<file path="config.mk">
export PLATFORM = sky130hd
export DESIGN_NAME = sorted_table_linear_interpolator
export DESIGN_NICKNAME = d
export VERILOG_FILES = /design/src/rtl/stli_pkg.sv /design/src/rtl/sorted_table_linear_interpolator.sv /design/src/rtl/stli_ram.sv /design/src/rtl/stli_ctrl.sv /design/src/rtl/stli_dp.sv
export SDC_FILE = /design/constraint.sdc
export NUM_CORES = 2
export LEC_CHECK = 0
export BUFFER_PORTS_ARGS = -buffer_cell sky130_fd_sc_hd__buf_4
export CORE_UTILIZATION = 33
export DETAILED_ROUTE_END_ITERATION = 10
export PLACE_DENSITY = 0.58
export SLEW_MARGIN = 40
export SYNTH_ARGS = -nofsm -noshare
export SYNTH_HDL_FRONTEND = slang
export SYNTH_HIERARCHICAL = 1
export SYNTH_SLANG_ARGS = --single-unit
</file>
<file path="constraint.sdc">
create_clock -name clk -period 13.8 [get_ports clk]
set_clock_uncertainty 0.05 [all_clocks]
set_input_delay 2.76 -clock clk [delete_from_list [all_inputs] [get_ports clk]]
set_output_delay 2.76 -clock clk [all_outputs]
set_load 0.05 [all_outputs]
</file>
<file path="src/rtl/stli_pkg.sv">
`timescale 1ns / 1ps
// ----------------------------------------------------------------------------
// stli_pkg
// Shared constants, codes and controller/datapath interface types for the
// sorted table linear interpolator.
// ----------------------------------------------------------------------------
package stli_pkg;

	localparam int TABLE_DEPTH = 64;
	localparam int ADDR_W      = $clog2(TABLE_DEPTH);
	localparam int CNT_W       = $clog2(TABLE_DEPTH + 1);
	localparam int ANG_W       = 16;
	localparam int COF_W       = 16;
	localparam int ENT_W       = ANG_W + COF_W;
	localparam int DIFF_W      = ANG_W + 1;
	localparam int PROD_W      = 2 * DIFF_W;
	localparam int STEP_W      = $clog2(PROD_W);

	localparam logic [1:0] REQ_CLEAR  = 2'd0;
	localparam logic [1:0] REQ_INSERT = 2'd1;
	localparam logic [1:0] REQ_QUERY  = 2'd2;

	typedef enum logic [2:0] {
		ST_EXACT    = 3'd0,
		ST_INTERP   = 3'd1,
		ST_CLAMP_LO = 3'd2,
		ST_CLAMP_HI = 3'd3,
		ST_EMPTY    = 3'd4,
		ST_STORED   = 3'd5,
		ST_FULL     = 3'd6,
		ST_CLEARED  = 3'd7
	} status_t;

	typedef enum logic [1:0] {
		SRC_ZERO,
		SRC_RDATA,
		SRC_INTERP
	} res_src_t;

	typedef enum logic [3:0] {
		S_IDLE,
		S_DECODE,
		S_INS_RD,
		S_INS_CHK,
		S_INS_WR,
		S_Q_RD,
		S_Q_CHK,
		S_MUL,
		S_DIV,
		S_FIN
	} state_t;

	typedef struct packed {
		logic     load;
		logic     clr_cnt;
		logic     inc_cnt;
		logic     idx_from_cnt;
		logic     idx_clr;
		logic     idx_inc;
		logic     idx_dec;
		logic     rd_prev;
		logic     ram_we;
		logic     wr_new;
		logic     save_prev;
		logic     setup;
		logic     mul;
		logic     div_step;
		logic     finish;
		res_src_t src;
		status_t  st;
	} cmd_t;

	typedef struct packed {
		logic [1:0] req;
		logic       cnt_zero;
		logic       full;
		logic       rd_eq;
		logic       rd_gt;
		logic       idx_zero;
		logic       idx_one;
		logic       idx_last;
		logic       div_last;
	} sts_t;

endpackage

</file>
<file path="src/rtl/sorted_table_linear_interpolator.sv">
`timescale 1ns / 1ps
// ----------------------------------------------------------------------------
// sorted_table_linear_interpolator
// Sorted point table with exact-match lookup and linear interpolation.
// ----------------------------------------------------------------------------
// Usage: raise start with req_type, angle and coeff while busy is low; the
// item is taken at that clock edge and busy stays high until it is finished.
// Exactly one result comes back per item, on result_coeff and status, for a
// single cycle marked by done. The receiver cannot stall, so the result must
// be captured on that cycle. A clear, an unused request code, an insert into
// a full table or a query of an empty table finishes straight from decode. An
// insert compares entries from the end of the table through the single-port
// table memory, moving every larger one up, and then writes the new point. A
// query reads entries from the start; an exact match or a clamp finishes at
// the entry that settles it, and an interpolation adds a multiply, the
// bit-serial divider and a saturating finish. The slowest item is an
// interpolation against the last of 64 entries.
// Clear resets only the entry count; stale table contents are never read.
// ----------------------------------------------------------------------------
module sorted_table_linear_interpolator (
	input  logic                              clk,
	input  logic                              arst_n,
	input  logic                              start,
	output logic                              busy,
	input  logic [1:0]                        req_type,
	input  logic signed [stli_pkg::ANG_W-1:0] angle,
	input  logic signed [stli_pkg::COF_W-1:0] coeff,
	output logic                              done,
	output logic signed [stli_pkg::COF_W-1:0] result_coeff,
	output logic [2:0]                        status
);

	// The controller sequences each item; the datapath holds the table and
	// does the arithmetic.
	stli_pkg::cmd_t cmd;
	stli_pkg::sts_t sts;

	stli_ctrl u_ctrl (
		.clk    (clk),
		.arst_n (arst_n),
		.start  (start),
		.busy   (busy),
		.sts    (sts),
		.cmd    (cmd)
	);

	stli_dp u_dp (
		.clk          (clk),
		.arst_n       (arst_n),
		.req_type     (req_type),
		.angle        (angle),
		.coeff        (coeff),
		.cmd          (cmd),
		.sts          (sts),
		.done         (done),
		.result_coeff (result_coeff),
		.status       (status)
	);

endmodule

</file>
<file path="src/rtl/stli_ram.sv">
`timescale 1ns / 1ps
// ----------------------------------------------------------------------------
// stli_ram
// Generic single-port RAM with registered read data.
// ----------------------------------------------------------------------------
module stli_ram #(
	parameter int WIDTH = 32,
	parameter int DEPTH = 64
) (
	input  logic                     clk,
	input  logic                     we,
	input  logic [$clog2(DEPTH)-1:0] addr,
	input  logic [WIDTH-1:0]         wdata,
	output logic [WIDTH-1:0]         rdata
);

	logic [WIDTH-1:0] mem [DEPTH];

	always_ff @(posedge clk) begin
		if (we) begin
			mem[addr] <= wdata;
		end
		rdata <= mem[addr];
	end

endmodule

</file>
<file path="src/rtl/stli_ctrl.sv">
`timescale 1ns / 1ps
// ----------------------------------------------------------------------------
// stli_ctrl
// Request sequencer: walks the table for inserts and queries and drives the
// divider through its steps.
// ----------------------------------------------------------------------------
module stli_ctrl (
	input  logic            clk,
	input  logic            arst_n,
	input  logic            start,
	output logic            busy,
	input  stli_pkg::sts_t  sts,
	output stli_pkg::cmd_t  cmd
);

	stli_pkg::state_t state_q, state_d;

	always_ff @(posedge clk or negedge arst_n) begin
		if (!arst_n) begin
			state_q <= stli_pkg::S_IDLE;
		end else begin
			state_q <= state_d;
		end
	end

	assign busy = (state_q != stli_pkg::S_IDLE);

	always_comb begin
		state_d = state_q;
		cmd     = '0;
		cmd.src = stli_pkg::SRC_ZERO;
		cmd.st  = stli_pkg::ST_EMPTY;
		case (state_q)
			stli_pkg::S_IDLE: begin
				if (start) begin
					cmd.load = 1'b1;
					state_d  = stli_pkg::S_DECODE;
				end
			end
			stli_pkg::S_DECODE: begin
				case (sts.req)
					stli_pkg::REQ_CLEAR: begin
						cmd.clr_cnt = 1'b1;
						cmd.finish  = 1'b1;
						cmd.st      = stli_pkg::ST_CLEARED;
						state_d     = stli_pkg::S_IDLE;
					end
					stli_pkg::REQ_INSERT: begin
						if (sts.full) begin
							cmd.finish = 1'b1;
							cmd.st     = stli_pkg::ST_FULL;
							state_d    = stli_pkg::S_IDLE;
						end else begin
							cmd.idx_from_cnt = 1'b1;
							state_d = sts.cnt_zero ? stli_pkg::S_INS_WR : stli_pkg::S_INS_RD;
						end
					end
					stli_pkg::REQ_QUERY: begin
						if (sts.cnt_zero) begin
							cmd.finish = 1'b1;
							cmd.st     = stli_pkg::ST_EMPTY;
							state_d    = stli_pkg::S_IDLE;
						end else begin
							cmd.idx_clr = 1'b1;
							state_d     = stli_pkg::S_Q_RD;
						end
					end
					default: begin
						cmd.finish = 1'b1;
						cmd.st     = stli_pkg::ST_EMPTY;
						state_d    = stli_pkg::S_IDLE;
					end
				endcase
			end
			stli_pkg::S_INS_RD: begin
				cmd.rd_prev = 1'b1;
				state_d     = stli_pkg::S_INS_CHK;
			end
			stli_pkg::S_INS_CHK: begin
				if (sts.rd_gt) begin
					cmd.ram_we  = 1'b1;
					cmd.idx_dec = 1'b1;
					state_d = sts.idx_one ? stli_pkg::S_INS_WR : stli_pkg::S_INS_RD;
				end else begin
					state_d = stli_pkg::S_INS_WR;
				end
			end
			stli_pkg::S_INS_WR: begin
				cmd.ram_we  = 1'b1;
				cmd.wr_new  = 1'b1;
				cmd.inc_cnt = 1'b1;
				cmd.finish  = 1'b1;
				cmd.st      = stli_pkg::ST_STORED;
				state_d     = stli_pkg::S_IDLE;
			end
			stli_pkg::S_Q_RD: begin
				state_d = stli_pkg::S_Q_CHK;
			end
			stli_pkg::S_Q_CHK: begin
				if (sts.rd_eq) begin
					cmd.finish = 1'b1;
					cmd.src    = stli_pkg::SRC_RDATA;
					cmd.st     = stli_pkg::ST_EXACT;
					state_d    = stli_pkg::S_IDLE;
				end else if (sts.rd_gt) begin
					if (sts.idx_zero) begin
						cmd.finish = 1'b1;
						cmd.src    = stli_pkg::SRC_RDATA;
						cmd.st     = stli_pkg::ST_CLAMP_LO;
						state_d    = stli_pkg::S_IDLE;
					end else begin
						cmd.setup = 1'b1;
						state_d   = stli_pkg::S_MUL;
					end
				end else if (sts.idx_last) begin
					cmd.finish = 1'b1;
					cmd.src    = stli_pkg::SRC_RDATA;
					cmd.st     = stli_pkg::ST_CLAMP_HI;
					state_d    = stli_pkg::S_IDLE;
				end else begin
					cmd.save_prev = 1'b1;
					cmd.idx_inc   = 1'b1;
					state_d       = stli_pkg::S_Q_RD;
				end
			end
			stli_pkg::S_MUL: begin
				cmd.mul = 1'b1;
				state_d = stli_pkg::S_DIV;
			end
			stli_pkg::S_DIV: begin
				cmd.div_step = 1'b1;
				if (sts.div_last) begin
					state_d = stli_pkg::S_FIN;
				end
			end
			stli_pkg::S_FIN: begin
				cmd.finish = 1'b1;
				cmd.src    = stli_pkg::SRC_INTERP;
				cmd.st     = stli_pkg::ST_INTERP;
				state_d    = stli_pkg::S_IDLE;
			end
			default: begin
				state_d = stli_pkg::S_IDLE;
			end
		endcase
	end

endmodule

</file>
<file path="src/rtl/stli_dp.sv">
`timescale 1ns / 1ps
// ----------------------------------------------------------------------------
// stli_dp
// Datapath: table memory, entry count, scan index, interpolation multiply,
// serial divider and result register.
// ----------------------------------------------------------------------------
module stli_dp (
	input  logic                                clk,
	input  logic                                arst_n,
	input  logic [1:0]                          req_type,
	input  logic signed [stli_pkg::ANG_W-1:0]   angle,
	input  logic signed [stli_pkg::COF_W-1:0]   coeff,
	input  stli_pkg::cmd_t                      cmd,
	output stli_pkg::sts_t                      sts,
	output logic                                done,
	output logic signed [stli_pkg::COF_W-1:0]   result_coeff,
	output logic [2:0]                          status
);

	logic [1:0]                               req_q;
	logic signed [stli_pkg::ANG_W-1:0]        ang_q;
	logic signed [stli_pkg::COF_W-1:0]        cof_q;
	logic [stli_pkg::CNT_W-1:0]               cnt_q;
	logic [stli_pkg::CNT_W-1:0]               idx_q;
	logic signed [stli_pkg::ANG_W-1:0]        prev_ang_q;
	logic signed [stli_pkg::COF_W-1:0]        prev_cof_q;
	logic signed [stli_pkg::DIFF_W-1:0]       da_q, dc_q;
	logic [stli_pkg::DIFF_W-1:0]              den_q;
	logic signed [stli_pkg::COF_W-1:0]        lc_q;
	logic                                     neg_q;
	logic [stli_pkg::PROD_W-1:0]              quo_q;
	logic [stli_pkg::DIFF_W-1:0]              rem_q;
	logic [stli_pkg::STEP_W-1:0]              step_q;
	logic                                     done_q;
	logic signed [stli_pkg::COF_W-1:0]        res_q;
	logic [2:0]                               status_q;

	logic [stli_pkg::ENT_W-1:0]               ram_rdata, ram_wdata;
	logic [stli_pkg::ADDR_W-1:0]              ram_addr;
	logic [stli_pkg::CNT_W-1:0]               idx_m1;
	logic signed [stli_pkg::ANG_W-1:0]        rd_ang;
	logic signed [stli_pkg::COF_W-1:0]        rd_cof;
	logic signed [stli_pkg::PROD_W-1:0]       prod;
	logic [stli_pkg::DIFF_W:0]                shifted;
	logic [stli_pkg::DIFF_W+1:0]              trial;
	logic signed [stli_pkg::PROD_W:0]         quo_s;
	logic signed [stli_pkg::PROD_W+1:0]       sum;
	logic signed [stli_pkg::COF_W-1:0]        sat;
	logic signed [stli_pkg::COF_W-1:0]        res_d;

	assign idx_m1   = idx_q - 1'b1;
	assign ram_addr = cmd.rd_prev ? idx_m1[stli_pkg::ADDR_W-1:0] : idx_q[stli_pkg::ADDR_W-1:0];
	assign ram_wdata = cmd.wr_new ? {ang_q, cof_q} : ram_rdata;
	assign rd_ang   = ram_rdata[stli_pkg::ENT_W-1:stli_pkg::COF_W];
	assign rd_cof   = ram_rdata[stli_pkg::COF_W-1:0];

	stli_ram #(
		.WIDTH(stli_pkg::ENT_W),
		.DEPTH(stli_pkg::TABLE_DEPTH)
	) u_ram (
		.clk   (clk),
		.we    (cmd.ram_we),
		.addr  (ram_addr),
		.wdata (ram_wdata),
		.rdata (ram_rdata)
	);

	assign sts.req      = req_q;
	assign sts.cnt_zero = (cnt_q == '0);
	assign sts.full     = (cnt_q == stli_pkg::CNT_W'(stli_pkg::TABLE_DEPTH));
	assign sts.rd_eq    = (rd_ang == ang_q);
	assign sts.rd_gt    = (rd_ang > ang_q);
	assign sts.idx_zero = (idx_q == '0);
	assign sts.idx_one  = (idx_q == stli_pkg::CNT_W'(1));
	assign sts.idx_last = ((idx_q + 1'b1) == cnt_q);
	assign sts.div_last = (step_q == stli_pkg::STEP_W'(stli_pkg::PROD_W - 1));

	// Restoring divide: one quotient bit per cycle.
	assign prod    = da_q * dc_q;
	assign shifted = {rem_q, quo_q[stli_pkg::PROD_W-1]};
	assign trial   = {1'b0, shifted} - {2'b00, den_q};
	assign quo_s   = neg_q ? -$signed({1'b0, quo_q}) : $signed({1'b0, quo_q});
	assign sum     = (stli_pkg::PROD_W+2)'(lc_q) + (stli_pkg::PROD_W+2)'(quo_s);

	always_comb begin
		if (sum > (stli_pkg::PROD_W+2)'(32767)) begin
			sat = 16'sh7fff;
		end else if (sum < -(stli_pkg::PROD_W+2)'(32768)) begin
			sat = -16'sh8000;
		end else begin
			sat = sum[stli_pkg::COF_W-1:0];
		end
		case (cmd.src)
			stli_pkg::SRC_RDATA:  res_d = rd_cof;
			stli_pkg::SRC_INTERP: res_d = sat;
			default:              res_d = '0;
		endcase
	end

	always_ff @(posedge clk or negedge arst_n) begin
		if (!arst_n) begin
			cnt_q  <= '0;
			done_q <= 1'b0;
		end else begin
			done_q <= cmd.finish;
			if (cmd.clr_cnt) begin
				cnt_q <= '0;
			end else if (cmd.inc_cnt) begin
				cnt_q <= cnt_q + 1'b1;
			end
		end
	end

	always_ff @(posedge clk) begin
		if (cmd.load) begin
			req_q <= req_type;
			ang_q <= angle;
			cof_q <= coeff;
		end
		if (cmd.idx_from_cnt) begin
			idx_q <= cnt_q;
		end else if (cmd.idx_clr) begin
			idx_q <= '0;
		end else if (cmd.idx_inc) begin
			idx_q <= idx_q + 1'b1;
		end else if (cmd.idx_dec) begin
			idx_q <= idx_m1;
		end
		if (cmd.save_prev) begin
			prev_ang_q <= rd_ang;
			prev_cof_q <= rd_cof;
		end
		if (cmd.setup) begin
			da_q  <= stli_pkg::DIFF_W'(ang_q) - stli_pkg::DIFF_W'(prev_ang_q);
			dc_q  <= stli_pkg::DIFF_W'(rd_cof) - stli_pkg::DIFF_W'(prev_cof_q);
			den_q <= stli_pkg::DIFF_W'(rd_ang) - stli_pkg::DIFF_W'(prev_ang_q);
			lc_q  <= prev_cof_q;
		end
		if (cmd.mul) begin
			neg_q  <= prod[stli_pkg::PROD_W-1];
			quo_q  <= prod[stli_pkg::PROD_W-1] ? stli_pkg::PROD_W'(-prod)
			                                    : stli_pkg::PROD_W'(prod);
			rem_q  <= '0;
			step_q <= '0;
		end else if (cmd.div_step) begin
			step_q <= step_q + 1'b1;
			if (!trial[stli_pkg::DIFF_W+1]) begin
				rem_q <= trial[stli_pkg::DIFF_W-1:0];
				quo_q <= {quo_q[stli_pkg::PROD_W-2:0], 1'b1};
			end else begin
				rem_q <= shifted[stli_pkg::DIFF_W-1:0];
				quo_q <= {quo_q[stli_pkg::PROD_W-2:0], 1'b0};
			end
		end
		if (cmd.finish) begin
			res_q    <= res_d;
			status_q <= cmd.st;
		end
	end

	assign done         = done_q;
	assign result_coeff = res_q;
	assign status       = status_q;

endmodule

</file>
==> impl_metrics.json <==
{
  "status": "finished clean",
  "crit_arrival_ns": 8.96,
  "reg2reg_to": "u_dp/quo_q[6]",
  "worstSetupPathType": "reg -> reg",
  "max_slew.worst_pin.slew_ns": 0.985,
  "rsz0062_at_grt": "false",
  "worstPathMaxFanout": 35,
  "postCtsResizedCells": 0,
  "fmax_ghz": 0.119,
  "clk_pin_slew_ns": 0.06,
  "grt_pass1_wl_um": 457000,
  "synth_area_leader_cell": "edfxtp_1",
  "drc": 0,
  "via_count": 66000,
  "die_area_um2": 324000,
  "grt_pass1_vias": 64900,
  "wl_met3_um": 24400,
  "min_period_ns": 8.44,
  "antenna_found_initial": 20,
  "insertion_delay_ns": 0.92,
  "drtIter0Drc": 7212,
  "holdCritPathClass": "reg -> reg",
  "endpoint_kind": "flip-flop",
  "synth.top_cells.by_count": "2242 x edfxtp_1, 498 x inv_1, 448 x nor2_1",
  "die_w_um": 569,
  "synth_cell_types": 99,
  "reg2regPathDepth": 23,
  "start_util_pct": 33.3,
  "r2r-start": "u_dp/da_q[3]",
  "ys_seq_area_share_pct": 64.7,
  "synth_most_common_cell": "edfxtp_1",
  "cts_buffers": 234,
  "post_cts_buffers": 0,
  "peakVddDrop_mv": 0.318,
  "setup.worst_path.start_class": "flip-flop",
  "layout-drive-gt1-share_pct": 11.9,
  "yosysWarnings": 6,
  "syn_to_final_growth_pct": 13.2,
  "firstDrtPassIters": 6,
  "ioPinCount": 58,
  "r2r_slack_ns": 5.36,
  "fp.dieH_um": 569,
  "slew_headroom_pct": 33.7,
  "synth-async-reset-ratio_pct": 0.520,
  "crit_end": "u_dp/quo_q[6]",
  "htree_levels": 4,
  "crit_required_ns": 14.33,
  "num_rows": 207,
  "hold_viol_final": 0,
  "cap_violations": 0,
  "overflow": 0,
  "port_buffers": 57,
  "cts_tree": "yes",
  "syn_area_per_cell_um2": 14.2,
  "wl_per_cell_um": 26.3,
  "drv_slew": 0,
  "synth_area_um2": 106000,
  "viasPerCell": 5.48,
  "setup_ws_ns": 5.36,
  "place_congestion": 0.854,
  "ant_nets": 0,
  "cts_hold_buffers": 0,
  "synth_top_area_share_pct": 63.4,
  "syn-num-nets": 8041,
  "met2WireLength_um": 149000,
  "final_area_um2": 120000,
  "placed_cell_area_um2": 113000,
  "setup_viol": 0,
  "synth_ff_type": "edfxtp_1",
  "syn-instance-count": 7485,
  "power_density_nw_per_um2": 237,
  "totalWireLength_um": 317000,
  "cts.sink_count": 2309,
  "hold_start": "u_dp/u_ram/rdata[16]",
  "place.detailed.hpwl_um": 193000,
  "leakage_nw": 40.9,
  "highest_layer": "met5",
  "tns_ns": 0,
  "grt_max_degree": 115,
  "grt_usage_pct": 19.1,
  "synth.area.top_cells": "edfxtp_1 63%, fa_1 5.7%, a221oi_1 2.6%",
  "finalCritPeriodShare_pct": 61.1,
  "cts-root-buf": "clkbuf_16",
  "core_um2": 319000,
  "pre_cts_ws_ns": 5.52,
  "synth-seq-cells": 2309,
  "startpoint": "u_dp/da_q[3]",
  "nNetsFinal": 8108,
  "cts.path.max_buffers": 4,
  "wl_met1_um": 130000,
  "synth_edf_count": 2242
}
## critical path: stages (launching register included)
cell,delay [ns]
edfxtp_1,0.70
and2_1,0.32
fa_1,0.53
inv_1,0.06
fa_1,0.48
inv_1,0.06
fa_1,0.50
fa_1,0.53
fa_1,0.59
inv_1,0.08
fa_1,0.53
inv_1,0.04
ha_1,0.42
a2111oi_0,0.47
o21ai_1,0.12
a41o_1,0.29
nor4_1,0.44
nor3_1,0.17
o311ai_1,0.38
a21oi_1,0.12
nand4b_4,0.52
nand2b_1,0.34
xnor2_1,0.13
mux2_2,0.26
## metrics by stage
step | hold slack, ns | instances | power [W] | util (%)
6_report | 0.400 | 12000 | 0.0285 | 37.7
5_1_grt | 0.403 | 12000 | 0.0299 | 37.7
4_1_cts | 0.395 | 12000 | 0.0285 | 37.6
3_5_place_dp | 0.382 | 11600 | 0.0222 | 35.3
3_3_place_gp | 0.369 | 11600 | 0.0219 | 35.2
2_1_floorplan | 0.358 | 7485 | 0.0178 | -
## cell type report
class / instances / area (um^2)
Antenna cell: 20 / 50.0
Sequential cell: 2309 / 68700
Multi-Input combinational cell: 4230 / 34400
Tap cell: 4284 / 5360
Timing Repair Buffer: 278 / 2330
Clock buffer: 297 / 6170
Clock inverter: 128 / 1330
Inverter: 499 / 1880
Fill cell: 29900 / 199000
## routing by layer
metal | GRT usage (%) | up-vias
met5 | 0 | -
met4 | 7.51 | 4
met2 | 31.1 | 2746
met1 | 25.5 | 34000
met3 | 2.81 | 508
li1 | - | 28700
## power by group
| part | internal, W | switching, W | total, W |
|---|---|---|---|
| logic | 0.00410 | 0.00869 | 0.0128 |
| registers | 0.00916 | 0.000251 | 0.00941 |
| clock network | 0.00364 | 0.00268 | 0.00632 |
## placed cells by master (no fill, tap or decap), types with 45 or more instances in the layout
master	n
buf_4	250
and2_1	148
mux2_2	105
dfxtp_1	55
clkbuf_1	56
a21oi_1	190
inv_1	496
clkbuf_16	235
clkinv_2	49
nand3_1	80
o22ai_1	132
a211oi_1	45
a221oi_1	321
o21ai_0	286
nor2_4	70
fa_1	301
ha_1	218
edfxtp_1	2242
xnor2_1	132
nor3_1	68
mux2i_1	204
o211ai_1	47
nor2_1	375
nand2_1	403
a31oi_1	51
a22o_1	77
a22oi_1	297
## cell families (layout without fill, tap and decap cells)
kind of cell             count (synthesis)  after routing  share of synthesized area, %
flip-flops                            2309           2309                          64.7
AO/OA/AOI/OAI                         1729           1729                          11.6
AND/OR/NAND/NOR                       1464           1464                          6.65
buffers and inverters                  946           1202                          3.68
adder cells (fa/ha/maj)                519            519                          8.24
multiplexers                           339            339                          3.66
XOR/XNOR                               179            179                          1.48
other                                    0             20                             0
## flip-flops by register name, summed over array words and instances (netlist names), 4 cells and up
signal / flops
u_dp/u_ram/mem: 2048
u_dp/quo_q: 34
u_dp/cnt_q: 7
u_dp/step_q: 6
u_dp/dc_q: 17
u_dp/den_q: 17
u_dp/rem_q: 17
u_dp/prev_ang_q: 16
u_dp/cof_q: 16
u_dp/idx_q: 7
u_dp/u_ram/rdata: 32
u_dp/lc_q: 16
u_dp/prev_cof_q: 16
u_dp/da_q: 17
u_ctrl/state_q: 4
u_dp/ang_q: 16
u_dp/result_coeff: 16
## how the worst min path moves through the flow
stage                               to  slack (ns)  cells past startpoint
global placement    u_dp/prev_ang_q[0]        0.37                      0
detailed placement  u_dp/prev_ang_q[0]        0.38                      0
finish              u_dp/prev_ang_q[0]        0.40                      0
floorplan           u_dp/prev_ang_q[0]        0.36                      0
global route        u_dp/prev_ang_q[0]        0.40                      0
CTS                 u_dp/prev_ang_q[0]        0.40                      0
(Power assumes the default switching activity.)
